## src/rtl/core/varint_field_decoder_unit_defines.svh

```systemverilog
// assertion macros shared by the varint field decoder rtl
`ifndef VARINT_FIELD_DECODER_UNIT_DEFINES_SVH
`define VARINT_FIELD_DECODER_UNIT_DEFINES_SVH

`ifndef ASSERT_OFF
// plain property, checked on every clock edge outside reset
`define VFD_ASSERT(label, prop, msg) \
	label: assert property (@(posedge clk) disable iff (!arst_n) (prop)) else $error(msg);
// implication: when ante holds, cons must hold in the same cycle
`define VFD_ASSERT_IMP(label, ante, cons, msg) \
	label: assert property (@(posedge clk) disable iff (!arst_n) (ante) |-> (cons)) \
		else $error(msg);
`else
`define VFD_ASSERT(label, prop, msg)
`define VFD_ASSERT_IMP(label, ante, cons, msg)
`endif

`endif

```

## src/rtl/core/vfd_pkg.sv

```systemverilog
// shared types and constants of the varint field decoder
package vfd_pkg;

	localparam logic [7:0] PAYLOAD_MASK = 8'h7f;
	localparam logic [3:0] MAX_BYTES    = 4'd9;
	localparam int         LAST_SHIFT   = 56;
	localparam logic [3:0] MAX_WIDTH    = 4'd8;

	localparam logic [1:0] ST_OK        = 2'd0;
	localparam logic [1:0] ST_TOO_BIG   = 2'd1;
	localparam logic [1:0] ST_TRUNCATED = 2'd2;

	localparam int VFD_QUEUE_DEPTH = 2;

	// one finished or cut value handed from front to back
	typedef struct packed {
		logic [63:0] acc;
		logic [3:0]  count;
		logic [3:0]  width;
		logic        sgn;
		logic        trunc;
	} job_t;

endpackage

```

## src/rtl/core/varint_field_decoder_unit.sv

```systemverilog
// top level of the varint field decoder
// varint field decoder: rebuilds little-endian base-128 integers from a byte stream
//
// input channel s_*: one message byte per transfer, s_tlast marks the last byte
// of the buffer, s_tuser selects the signed (sign in bit 0) form. width request
// and sign flag are sampled on the first byte of each value only.
// output channel m_*: one transfer per decoded value with value, encoded length
// and status (ok, too big for the requested width, truncated at buffer end).
//
// throughput: one byte per cycle while the job queue has room, set by the single
// accumulator register in the front end; every byte only shifts into it.
// the result of a value is written into the queue at the transfer of its last byte
// and then passes through the output register before it shows on m_tvalid.
//
// reset clears the byte count, the job queue and the output valid; the first
// byte after reset starts a new value.
// when m_tready is low the output register holds its result; the queue between
// front and back takes further finished values, and s_tready drops only once
// the queue is full.
module varint_field_decoder_unit
	import vfd_pkg::*;
#(
	parameter int QUEUE_DEPTH = VFD_QUEUE_DEPTH
) (
	input  logic        clk,
	input  logic        arst_n,
	input  logic        s_tvalid,
	output logic        s_tready,
	input  logic [15:0] s_tdata,   // [7:0] data_byte, [11:8] value_bytes, [15:12] zero
	input  logic        s_tlast,   // end_of_buffer
	input  logic        s_tuser,   // [0] signed_form
	output logic        m_tvalid,
	input  logic        m_tready,
	output logic [71:0] m_tdata,   // [63:0] value, [67:64] encoded_length, [71:68] zero
	output logic [1:0]  m_tuser    // [1:0] status
);

	// front to queue transfer
	logic push_valid;
	logic push_ready;
	job_t push_job;

	// queue to back transfer
	logic pop_valid;
	logic pop_ready;
	job_t pop_job;

	logic [63:0] value;
	logic [3:0]  encoded_length;

	// front: accumulate payload groups, classify end of value or cut
	vfd_front u_front (
		.clk           (clk),
		.arst_n        (arst_n),
		.in_valid      (s_tvalid),
		.in_ready      (s_tready),
		.data_byte     (s_tdata[7:0]),
		.end_of_buffer (s_tlast),
		.value_bytes   (s_tdata[11:8]),
		.signed_form   (s_tuser),
		.push_valid    (push_valid),
		.push_ready    (push_ready),
		.push_job      (push_job)
	);

	// decoupling queue so a stalled sink does not stop byte intake at once
	vfd_queue #(
		.DEPTH (QUEUE_DEPTH)
	) u_queue (
		.clk        (clk),
		.arst_n     (arst_n),
		.push_valid (push_valid),
		.push_ready (push_ready),
		.push_job   (push_job),
		.pop_valid  (pop_valid),
		.pop_ready  (pop_ready),
		.pop_job    (pop_job)
	);

	// back: width check, signed fold, truncation to the requested width
	vfd_back u_back (
		.clk            (clk),
		.arst_n         (arst_n),
		.job_valid      (pop_valid),
		.job_ready      (pop_ready),
		.job            (pop_job),
		.out_valid      (m_tvalid),
		.out_ready      (m_tready),
		.value          (value),
		.encoded_length (encoded_length),
		.status         (m_tuser)
	);

	// pack result fields, upper pad bits zero
	assign m_tdata = {4'd0, encoded_length, value};

endmodule

```

## src/rtl/core/vfd_front.sv

```systemverilog
// front end: accepts bytes, gathers payload bits and emits finished values
`include "varint_field_decoder_unit_defines.svh"
module vfd_front
	import vfd_pkg::*;
(
	input  logic       clk,
	input  logic       arst_n,
	input  logic       in_valid,
	output logic       in_ready,
	input  logic [7:0] data_byte,
	input  logic       end_of_buffer,
	input  logic [3:0] value_bytes,
	input  logic       signed_form,
	output logic       push_valid,
	input  logic       push_ready,
	output job_t       push_job
);

	logic [63:0] acc_q;
	logic [3:0]  cnt_q;
	logic [3:0]  width_q;
	logic        sgn_q;

	logic        first;
	logic [3:0]  width_cur;
	logic        sgn_cur;
	logic [63:0] acc_base;
	logic [63:0] acc_new;
	logic [5:0]  shamt;
	logic [3:0]  cnt_next;
	logic        done;
	logic        emit;
	logic        fire;

	always_comb begin
		first     = (cnt_q == 4'd0);
		width_cur = first ? ((value_bytes > MAX_WIDTH) ? MAX_WIDTH : value_bytes) : width_q;
		sgn_cur   = first ? signed_form : sgn_q;
		acc_base  = first ? 64'd0 : acc_q;
		cnt_next  = cnt_q + 4'd1;
		// seven bits a byte: shift is 7 times the bytes already taken
		shamt     = ({3'b000, cnt_q[2:0]} << 3) - {3'b000, cnt_q[2:0]};
		if (cnt_next == MAX_BYTES) begin
			// ninth byte carries all eight bits at the top
			acc_new = acc_base | ({56'd0, data_byte} << LAST_SHIFT);
			done    = 1'b1;
		end else begin
			acc_new = acc_base | ({56'd0, data_byte & PAYLOAD_MASK} << shamt);
			done    = ~data_byte[7];
		end
		emit = done | end_of_buffer;
	end

	assign in_ready   = push_ready;
	assign fire       = in_valid & in_ready;
	assign push_valid = fire & emit;

	always_comb begin
		push_job.acc   = acc_new;
		push_job.count = cnt_next;
		push_job.width = width_cur;
		push_job.sgn   = sgn_cur;
		push_job.trunc = ~done;
	end

	always_ff @(posedge clk or negedge arst_n) begin
		if (!arst_n) begin
			cnt_q <= 4'd0;
		end else if (fire) begin
			cnt_q <= emit ? 4'd0 : cnt_next;
		end
	end

	always_ff @(posedge clk) begin
		if (fire) begin
			acc_q   <= acc_new;
			width_q <= width_cur;
			sgn_q   <= sgn_cur;
		end
	end

	// a value in progress never holds more than eight bytes
	`VFD_ASSERT(a_cnt_range, cnt_q <= 4'd8, "byte count beyond eight")

endmodule

```

## src/rtl/core/vfd_queue.sv

```systemverilog
// small job queue between front and back
module vfd_queue
	import vfd_pkg::*;
#(
	parameter int DEPTH = VFD_QUEUE_DEPTH
) (
	input  logic clk,
	input  logic arst_n,
	input  logic push_valid,
	output logic push_ready,
	input  job_t push_job,
	output logic pop_valid,
	input  logic pop_ready,
	output job_t pop_job
);

	localparam int PtrW = (DEPTH > 1) ? $clog2(DEPTH) : 1;
	localparam int CntW = $clog2(DEPTH + 1);

	job_t            slots_q [DEPTH];
	logic [PtrW-1:0] wr_ptr_q;
	logic [PtrW-1:0] rd_ptr_q;
	logic [CntW-1:0] count_q;
	logic            do_push;
	logic            do_pop;

	assign push_ready = (count_q != CntW'(DEPTH));
	assign pop_valid  = (count_q != '0);
	assign pop_job    = slots_q[rd_ptr_q];
	assign do_push    = push_valid & push_ready;
	assign do_pop     = pop_valid & pop_ready;

	always_ff @(posedge clk or negedge arst_n) begin
		if (!arst_n) begin
			wr_ptr_q <= '0;
			rd_ptr_q <= '0;
			count_q  <= '0;
		end else begin
			if (do_push) begin
				wr_ptr_q <= (wr_ptr_q == PtrW'(DEPTH - 1)) ? '0 : wr_ptr_q + PtrW'(1);
			end
			if (do_pop) begin
				rd_ptr_q <= (rd_ptr_q == PtrW'(DEPTH - 1)) ? '0 : rd_ptr_q + PtrW'(1);
			end
			unique case ({do_push, do_pop})
				2'b10:   count_q <= count_q + CntW'(1);
				2'b01:   count_q <= count_q - CntW'(1);
				default: count_q <= count_q;
			endcase
		end
	end

	always_ff @(posedge clk) begin
		if (do_push) begin
			slots_q[wr_ptr_q] <= push_job;
		end
	end

endmodule

```

## src/rtl/core/vfd_back.sv

```systemverilog
// back end: range check, sign fold, width cut and output register
`include "varint_field_decoder_unit_defines.svh"
module vfd_back
	import vfd_pkg::*;
(
	input  logic        clk,
	input  logic        arst_n,
	input  logic        job_valid,
	output logic        job_ready,
	input  job_t        job,
	output logic        out_valid,
	input  logic        out_ready,
	output logic [63:0] value,
	output logic [3:0]  encoded_length,
	output logic [1:0]  status
);

	logic        out_valid_q;
	logic [63:0] value_q;
	logic [3:0]  length_q;
	logic [1:0]  status_q;

	logic [63:0] keep_mask;
	logic        too_big;
	logic [63:0] shifted;
	logic [63:0] folded;
	logic [63:0] value_d;
	logic [1:0]  status_d;

	always_comb begin
		for (int i = 0; i < 8; i++) begin
			keep_mask[8*i +: 8] = {8{job.width > 4'(i)}};
		end
		// at least one significant bit always counts, so width zero is too big
		too_big = (job.width == 4'd0) | (|(job.acc & ~keep_mask));
		shifted = {1'b0, job.acc[63:1]};
		folded  = job.sgn ? (job.acc[0] ? (~shifted + 64'd1) : shifted) : job.acc;
		priority if (job.trunc) begin
			status_d = ST_TRUNCATED;
			value_d  = 64'd0;
		end else if (too_big) begin
			status_d = ST_TOO_BIG;
			value_d  = 64'd0;
		end else begin
			status_d = ST_OK;
			value_d  = folded & keep_mask;
		end
	end

	assign job_ready = ~out_valid_q | out_ready;

	always_ff @(posedge clk or negedge arst_n) begin
		if (!arst_n) begin
			out_valid_q <= 1'b0;
		end else if (job_ready) begin
			out_valid_q <= job_valid;
		end
	end

	always_ff @(posedge clk) begin
		if (job_ready & job_valid) begin
			value_q  <= value_d;
			length_q <= job.count;
			status_q <= status_d;
		end
	end

	assign out_valid      = out_valid_q;
	assign value          = value_q;
	assign encoded_length = length_q;
	assign status         = status_q;

	`VFD_ASSERT_IMP(a_len_range, out_valid_q,
		(length_q != 4'd0) && (length_q <= MAX_BYTES), "encoded length out of range")
	`VFD_ASSERT_IMP(a_err_zero, out_valid_q && (status_q != ST_OK),
		value_q == 64'd0, "error result carries a nonzero value")
	`VFD_ASSERT_IMP(a_trunc_len, out_valid_q && (status_q == ST_TRUNCATED),
		length_q < MAX_BYTES, "truncated value reports nine bytes")

endmodule
```

## config.mk

```make
export PLATFORM = sky130hd
export DESIGN_NAME = varint_field_decoder_unit
export DESIGN_NICKNAME = d
export VERILOG_FILES = /design/src/rtl/core/vfd_pkg.sv /design/src/rtl/core/varint_field_decoder_unit.sv /design/src/rtl/core/vfd_front.sv /design/src/rtl/core/vfd_queue.sv /design/src/rtl/core/vfd_back.sv
export VERILOG_INCLUDE_DIRS = /design/src /design/src/rtl/core
export SDC_FILE = /design/constraint.sdc
export NUM_CORES = 1
export LEC_CHECK = 0
export ABC_AREA = 1
export BUFFER_PORTS_ARGS = -buffer_cell sky130_fd_sc_hd__buf_2
export CORE_MARGIN = 2
export CORE_UTILIZATION = 30
export CTS_CLUSTER_DIAMETER = 150
export DETAILED_ROUTE_END_ITERATION = 6
export REMOVE_ABC_BUFFERS = 1
export SLEW_MARGIN = 20
export SYNTH_ARGS = -nofsm -noshare
export SYNTH_HDL_FRONTEND = slang
export SYNTH_SLANG_ARGS = --single-unit
```

## constraint.sdc

```tcl
create_clock -name clk -period 6 [get_ports clk]
set_input_delay 0.3 -clock clk [delete_from_list [all_inputs] [get_ports clk]]
set_output_delay 0.3 -clock clk [all_outputs]
set_load 0.02 [all_outputs]
```

## Yosys cells after proc, flatten, opt, wreduce, memory -nomap -nowiden

Memories as Yosys holds them, arrays and structs flattened.
Cells that the tools add are included.

| storage, ports and cells | value |
|---|---|
| bits in registers | 148 |
| memories | 1 |
| output and inout port bits | 76 |
| bits in writable memories | 148 |
| logic and storage cells | 70 |
| input port bits | 22 |

| cells by class | value |
|---|---|
| equal/unequal tests | 4 |
| order comparisons | 9 |
| reductions and logical operators | 6 |
| shift operators | 1 |
| bitwise gates (word level) | 16 |
| mux-type cells | 15 |
| add/sub/neg operators | 7 |

Memory list:

| memory | depth | bits a word | read ports | clocked after memory_dff | write ports | RTL line | text |
|---|---|---|---|---|---|---|---|
| u_queue.slots_q | 2 | 74 | 1 | 0 | 1 | vfd_queue.sv:20 | `job_t slots_q [DEPTH];` |

Operator list:

| operator | number |
|---|---|
| $mux 64 | 4 |
| $and 64x64->64 | 2 |
| $or 64x64->64 | 2 |
| $add 64x1->64 const B | 1 |
| $not 63->64 | 1 |
| $not 64->64 | 1 |
| $reduce_or 64->1 | 1 |
| $shl 7x6->64 | 1 |
| $gt 4x3->1 const B | 4 |
| $mux 4 | 3 |
| $gt 4x1->1 const B | 2 |
| $gt 4x2->1 const B | 2 |
| $logic_not 4->1 | 2 |
| $mux 1 | 7 |
| $sub 6x3->6 | 1 |
| $add 4x1->4 const B | 1 |
| $and 1x1->1 | 4 |
| $eq 4x4->1 const B | 1 |
| $gt 4x4->1 const B | 1 |
| $pmux 2 s2 | 1 |
| $reduce_bool 2->1 | 2 |
| $not 1->1 | 3 |
| $or 1x1->1 | 3 |
| $add 1x1->1 const B | 2 |
| other kinds (6) | 6 |

## Logic depth before layout (Yosys ltp)

| depth | value |
|---|---|
| depth in word-level cells | 8 |
| mapped depth | 18 |
| depth with buffers taken out | 16 |

## By module

A second synthesis with hierarchy kept.

| unflattened totals | value |
|---|---|
| cells, all modules | 1772 |
| area total of the unflattened synthesis | 15399.8 sq um |

Modules (own cells, without submodules):

| module | area each (sq um) | cells each | sequential area each (sq um) | instances |
|---|---|---|---|---|
| vfd_back | 5610.4 | 871 | 2127.0 | 1 |
| vfd_queue | 5586.6 | 416 | 4544.4 | 1 |
| vfd_front | 4169.0 | 480 | 2172.1 | 1 |
| varint_field_decoder_unit | 33.8 | 5 | 0.0 | 1 |

## Least setup slack after synthesis

No wires, ideal clock.

| timing path | value |
|---|---|
| path type | flip-flop to flip-flop |
| start point | register u_queue.count_q[0] |
| end point | memory u_queue.slots_q[1][0] (netlist name) (enable) |
| clock period less this slack | 5.618 ns |
| data arrival time | 5.110 ns |
| cell stages (with the launch flop) | 7 |
| buffers on the path | 0 |
| library setup time | 0.509 ns |
| data required time | 5.491 ns |
| path slack | 0.382 ns |
| cell sequence | dfrtp_1 > inv_1 > nand2_1 > nand2_1 > clkinv_1 > nand2_1 > nor2_1 |

| between the ends | value |
|---|---|
| word-level cells in the longest chain between the ends | 6 |

Ends and longest elaborated chain:

| element | RTL line | text |
|---|---|---|
| start: declaration | vfd_queue.sv:23 | `logic [CntW-1:0] count_q;` |
| start signal: assignment | vfd_queue.sv:46 | `2'b10: count_q <= count_q + CntW'(1);` |
| start signal: assignment | vfd_queue.sv:47 | `2'b01: count_q <= count_q - CntW'(1);` |
| start signal: assignment | vfd_queue.sv:48 | `default: count_q <= count_q;` |
| $ne 2x2->1 | vfd_queue.sv:27 | `assign push_ready = (count_q != CntW'(DEPTH));` |
| via s_tready | varint_field_decoder_unit.sv:28 | `output logic s_tready,` |
| $and 1x1->1 | vfd_front.sv:55 | `assign fire = in_valid & in_ready;` |
| via u_front.fire | vfd_front.sv:33 | `logic fire;` |
| $and 1x1->1 | vfd_front.sv:56 | `assign push_valid = fire & emit;` |
| $and 1x1->1 | vfd_queue.sv:30 | `assign do_push = push_valid & push_ready;` |
| $mux 1 | vfd_queue.sv:54 | `if (do_push) begin` |
| $mux 1 (implied by the code) | vfd_queue.sv:55 | `slots_q[wr_ptr_q] <= push_job;` |
| end: declaration | vfd_queue.sv:20 |  |

The timed path passes the listed nets, and every way through them passes these cells.

## Worst setup path in the final report

| timing path | value |
|---|---|
| start point | register u_queue.rd_ptr_q |
| end point | register u_back.value_q[28], in the netlist u_back.value[28], data pin |

| between the ends | value |
|---|---|
| word-level cells in the longest chain between the ends | 7 |
| elaborated cells between the ends (all ways) | 20 |
| those cells by class | add/sub: 1; order compare: 8; mux: 2; bitwise: 5; reduce/logical: 3; memory: 1 |

Ends and longest elaborated chain:

| element | RTL line | text |
|---|---|---|
| start: declaration | vfd_queue.sv:22 | `logic [PtrW-1:0] rd_ptr_q;` |
| start signal: assignment | vfd_queue.sv:43 | `rd_ptr_q <= (rd_ptr_q == PtrW'(DEPTH - 1)) ? '0 : rd_ptr_q + PtrW'(1);` |
| $mem_v2 2x74 * | n/a |  |
| branches (longest 6 deep; another with $add 64x1->64) | n/a |  |
| end signal: assignment | vfd_back.sv:62 | `value_q <= value_d;` |
| end: declaration | vfd_back.sv:19 | `logic [63:0] value_q;` |

Every way passes the cells marked *.
A chain may end at the register's enable or synchronous reset.

==> summary.txt <==
Place
  • Placed cell count: 2,501
  • Global placer's final weighted congestion: 0.9208
  • Post-detail-place hpwl: 32,300 um
  • Quantity of I/O buffers inserted on ports: 89
  • Place WS: 1.902 ns

Synthesis
  • Unique masters post-synth: 46
  • Yosys warns: 0
  • Most used DFF post-synth: edfxtp_1
  • Synthesized netlist cell count: 1,785
  • Avg Inst Size Synth: 8.650 um2
  • Sequential-to-total area share from yosys stat: 0.5727
  • Async set-reset flop share out of synthesis: 0.03041
  • Synth Register Bits: 296
  • Post-synth EDFFs: 287
  • Netlist area before placement: 15,440 um2

Clock network
  • Clock transition at the register clock pins on the worst setup and hold paths after CTS: 0.06 ns
  • Number of clock sinks: 296
  • Insertion delay to the later sink of the worst-skew pair: 0.58 ns
  • Cell chosen for the clock root: clkbuf_16
  • Worst-case clock buffer depth: 3
  • Depth of the CTS H-tree: 1
  • Clock tree from TritonCTS: yes
  • Post CTS Setup Buffer Count: 0
  • TritonCTS Buffers: 31

STA
  • Post-route setup slack: 1.854 ns
  • Shortest clock period the worst path allows after layout: 4.146 ns
  • Count of final hold-check violations: 0
  • Share of the clock period used by the worst path after layout: 0.6910
  • Max Clock Freq: 0.2412 GHz
  • Max-slew violations: 0
  • Max-slew headroom at the worst pin: 0.3085
  • Transition time of the tightest slew-check pin: 1.037 ns
  • Final Skew: 0.01748 ns
  • Number of endpoints failing setup at the final stage: 0
  • Unrepaired setup endpoints after global routing: false

Die
  • Die Ht: 230.9 um
  • Area of the die: 53,300 um2
  • Die W: 230.9 um
  • Initial cell density of the core: 0.3022
  • Boundary pin count: 98
  • Core outline area: 51,090 um2
  • Std-Cell Rows: 83

Setup path
  • Startpoint kind of the worst setup timing path: flip-flop
  • Endpoint type of the worst setup path: flip-flop
  • Depth of the most critical reg-to-reg path: 14
  • Reg-to-reg startpoint: u_queue.rd_ptr_q
  • Cell repeated most along the worst path: nand2_1
  • Data arrival time of the worst path: 4.54 ns
  • Stages on the worst setup path: 14
  • Highest-delay cell along the critical path: dfrtp_4
  • CP top delay family: simple AND/OR/NAND/NOR gates
  • Buf+Inv Stages, Crit Path: 4
  • Worst-path cell chain: inv_4, buf_4, nand2_1, nand2_1, nand2_1, inv_1, nand2_1, nor2_1, o21ai_1, nor2_4, nand3_4, clkinv_2, nand3_1, nor2_1
  • Launching element of the worst setup path: u_queue.rd_ptr_q
  • Register-to-Register Setup Slack: 1.85 ns
  • Slowest Stage Delay on Critical Path: 0.70 ns
  • End of the worst register-to-register path: u_back.value[28]
  • Data required time of the worst path: 6.39 ns
  • Worst setup path class: flip-flop to flip-flop
  • Critical path fanouts, max: 58

Power
  • Design internal power: 5745 uW
  • Sequential share of power: 0.341
  • Clock power frac: 0.187
  • Combinational Power Share: 0.472
  • Switching power: 4873 uW
  • Worst vdd ir: 0.0003538 V
  • Leak Pwr: 0.007174 uW
  • Share of total power consumed by net switching: 0.4589
  • Total power per unit cell area: 603.7 nW/um2

Hold path
  • Hold Crit Endpoint: u_queue.slots_q[1][1]
  • Startpoint of the lowest-slack hold path: s_tuser
  • Path category of the worst min-delay check: primary input to flip-flop
  • Hold Path Stages: 3

Routing
  • Number of remaining DRC errors: 0
  • Count of routing violations after the opening detailed-route iteration: 1,016
  • Vias/cell: 4.789
  • Remaining antenna violation count: 0
  • Length of the first detailed-routing pass in iterations: 5
  • Routed wire length per instance: 17.30 um
  • Final WL: 44,300 um
  • Via count: 12,260

Final layout
  • Share of the core filled with cells: 0.3443
  • Post-route insts no fill: 2,561
  • Synth-to-layout area growth: 13.91%
  • Share of layout cells above drive strength 1: 0.1165
  • Final Net Count: 1,881

Global route
  • Global-route total usage across every layer: 0.1628
  • Total grt overflow: 0
  • Largest net degree at the start of global routing: 72
  • Global-route wire length before repair: 66,590 um
  • Number of antenna violations at the first check in global routing: 4
  • Via count of the first global-routing pass: 11,200

Job
  • MaxCap Viol Count: 0

Outcome
  • Run status: finished, final reports clean
-- per-layer routing --
layer	wire (um)	track usage	share of wire	vias up
li1	-	-	-	6054
met2	20670	0.2645	0.47	356
met5	28	0	0.00063	-
met1	19740	0.2207	0.45	5767
met4	1603	0.06431	0.036	6
met3	2262	0.02038	0.051	81
-- cells in the final DEF, fill, tap and decap left out, types with 5 or more instances in the layout --
| cell | n |
|---|---|
| a211oi_1 | 9 |
| o22ai_1 | 6 |
| nand2_1 | 614 |
| o211ai_1 | 11 |
| xor2_1 | 9 |
| nor2_1 | 222 |
| nor2_2 | 11 |
| nand2_2 | 8 |
| or2_2 | 9 |
| dfrtp_1 | 8 |
| inv_1 | 149 |
| nand4_1 | 14 |
| o21ai_0 | 133 |
| nand3_1 | 107 |
| clkinv_2 | 6 |
| nor2_4 | 6 |
| o21ai_2 | 11 |
| buf_4 | 17 |
| a21oi_1 | 35 |
| nor3_1 | 9 |
| o21ai_1 | 13 |
| buf_2 | 89 |
| inv_2 | 6 |
| clkbuf_16 | 31 |
| a22o_1 | 5 |
| edfxtp_1 | 287 |
-- how the worst max path moves through the flow --
stage / to
detailed placement: u_back.value[15]
floorplan: u_back.value[1]
global placement: u_queue.slots_q[1][18]
global route: u_back.value[15]
CTS: u_back.value[15]
finish: u_back.value[28]
-- kinds of logic after synthesis --
| group | count (synthesis) | synth area share |
|---|---|---|
| xor gates and xnor gates | 11 | 0.006239 |
| and+or+nand+nor | 1004 | 0.2639 |
| adders and majority gates | 4 | 0.003241 |
| other | 1 | 0.0002429 |
| AOI/OAI and AO/OA | 237 | 0.08768 |
| buffers and inverters | 232 | 0.06596 |
| DFF | 296 | 0.5727 |
-- power groups by stage --
stage / logic, uW / registers, uW / clock network [uW]
2_1_floorplan: 3000 / 3980 / 0
3_3_place_gp: 4930 / 3650 / 0
3_5_place_dp: 4980 / 3670 / 0
4_1_cts: 5000 / 3630 / 2030
5_1_grt: 5550 / 3700 / 2100
6_report: 5010 / 3620 / 1990
-- worst min-delay path: cells and delay by family --
family / cells / cell delay (ns)
and+or+nand+nor: 2 / 0.14
buffers and inverters: 1 / 0.08
-- flip-flops by register name, indices dropped and copies added, names as in the netlist --
name and flops:
u_queue.rd_ptr_q 1, u_front.acc_q 64, u_front.cnt_q 4, u_front.width_q 4, u_queue.count_q 2, u_front.sgn_q 1, u_back.status 2, u_back.out_valid 1
u_back.value 64, u_back.encoded_length 4, u_queue.wr_ptr_q 1, u_queue.slots_q 148
-- layout make-up --
cell class / instances / area [um2]
Fill cell: 5245 / 33500
Sequential cell: 296 / 8847
Multi-Input combinational cell: 1260 / 5637
Tap cell: 680 / 850.8
Clock buffer: 38 / 832.0
Inverter: 159 / 600.6
Timing Repair Buffer: 107 / 583.1
Clock inverter: 20 / 236.5
Antenna cell: 1 / 2.502
-- through the flow --
step / setup TNS [ns] / cell area [um2] / total power, uW / hold slack (ns)
detailed placement: 0 / 16500 / 8654 / 0.1723
CTS: 0 / 17580 / 10660 / 0.02934
floorplan: -30.67 / 15030 / 6975 / 0.004409
global route: 0 / 17590 / 11340 / 0.06611
global placement: 0 / 16500 / 8578 / 0.1657
finish: 0 / 17590 / 10620 / 0.06460
-- cells in the mapped netlist, types with 2 or more instances --
cell	count	area, um2
nor3_1	9	45.04
a32o_1	4	40.04
nand2_2	8	50.05
buf_4	6	45.04
or2_2	9	56.30
nor2_4	4	45.04
buf_6	11	123.9
nor2_1	224	840.8
o22ai_1	6	37.54
o21ai_1	14	70.07
inv_1	149	559.3
nand3_1	107	535.5
clkinv_1	4	15.01
clkbuf_1	36	135.1
nand2_1	614	2305
buf_2	18	90.09
inv_2	4	15.01
a211oi_1	9	67.56
ha_1	4	50.05
nand4_1	14	87.58
nor2_2	11	68.82
edfxtp_1	287	8618
o31ai_1	2	15.01
o211ai_1	11	82.58
o21ai_0	133	665.6
o21ai_2	11	96.34
a21oi_1	36	180.2
xor2_1	10	87.58
a22o_1	5	43.79
dfrtp_1	9	225.2
-- what timing repair did --
item | CTS | global route
hold buffers | 1 | 0
resized for setup | 0 | 0
hold endpoints to repair | 9 | 0
No activity file was read; power rests on OpenSTA's default activity.
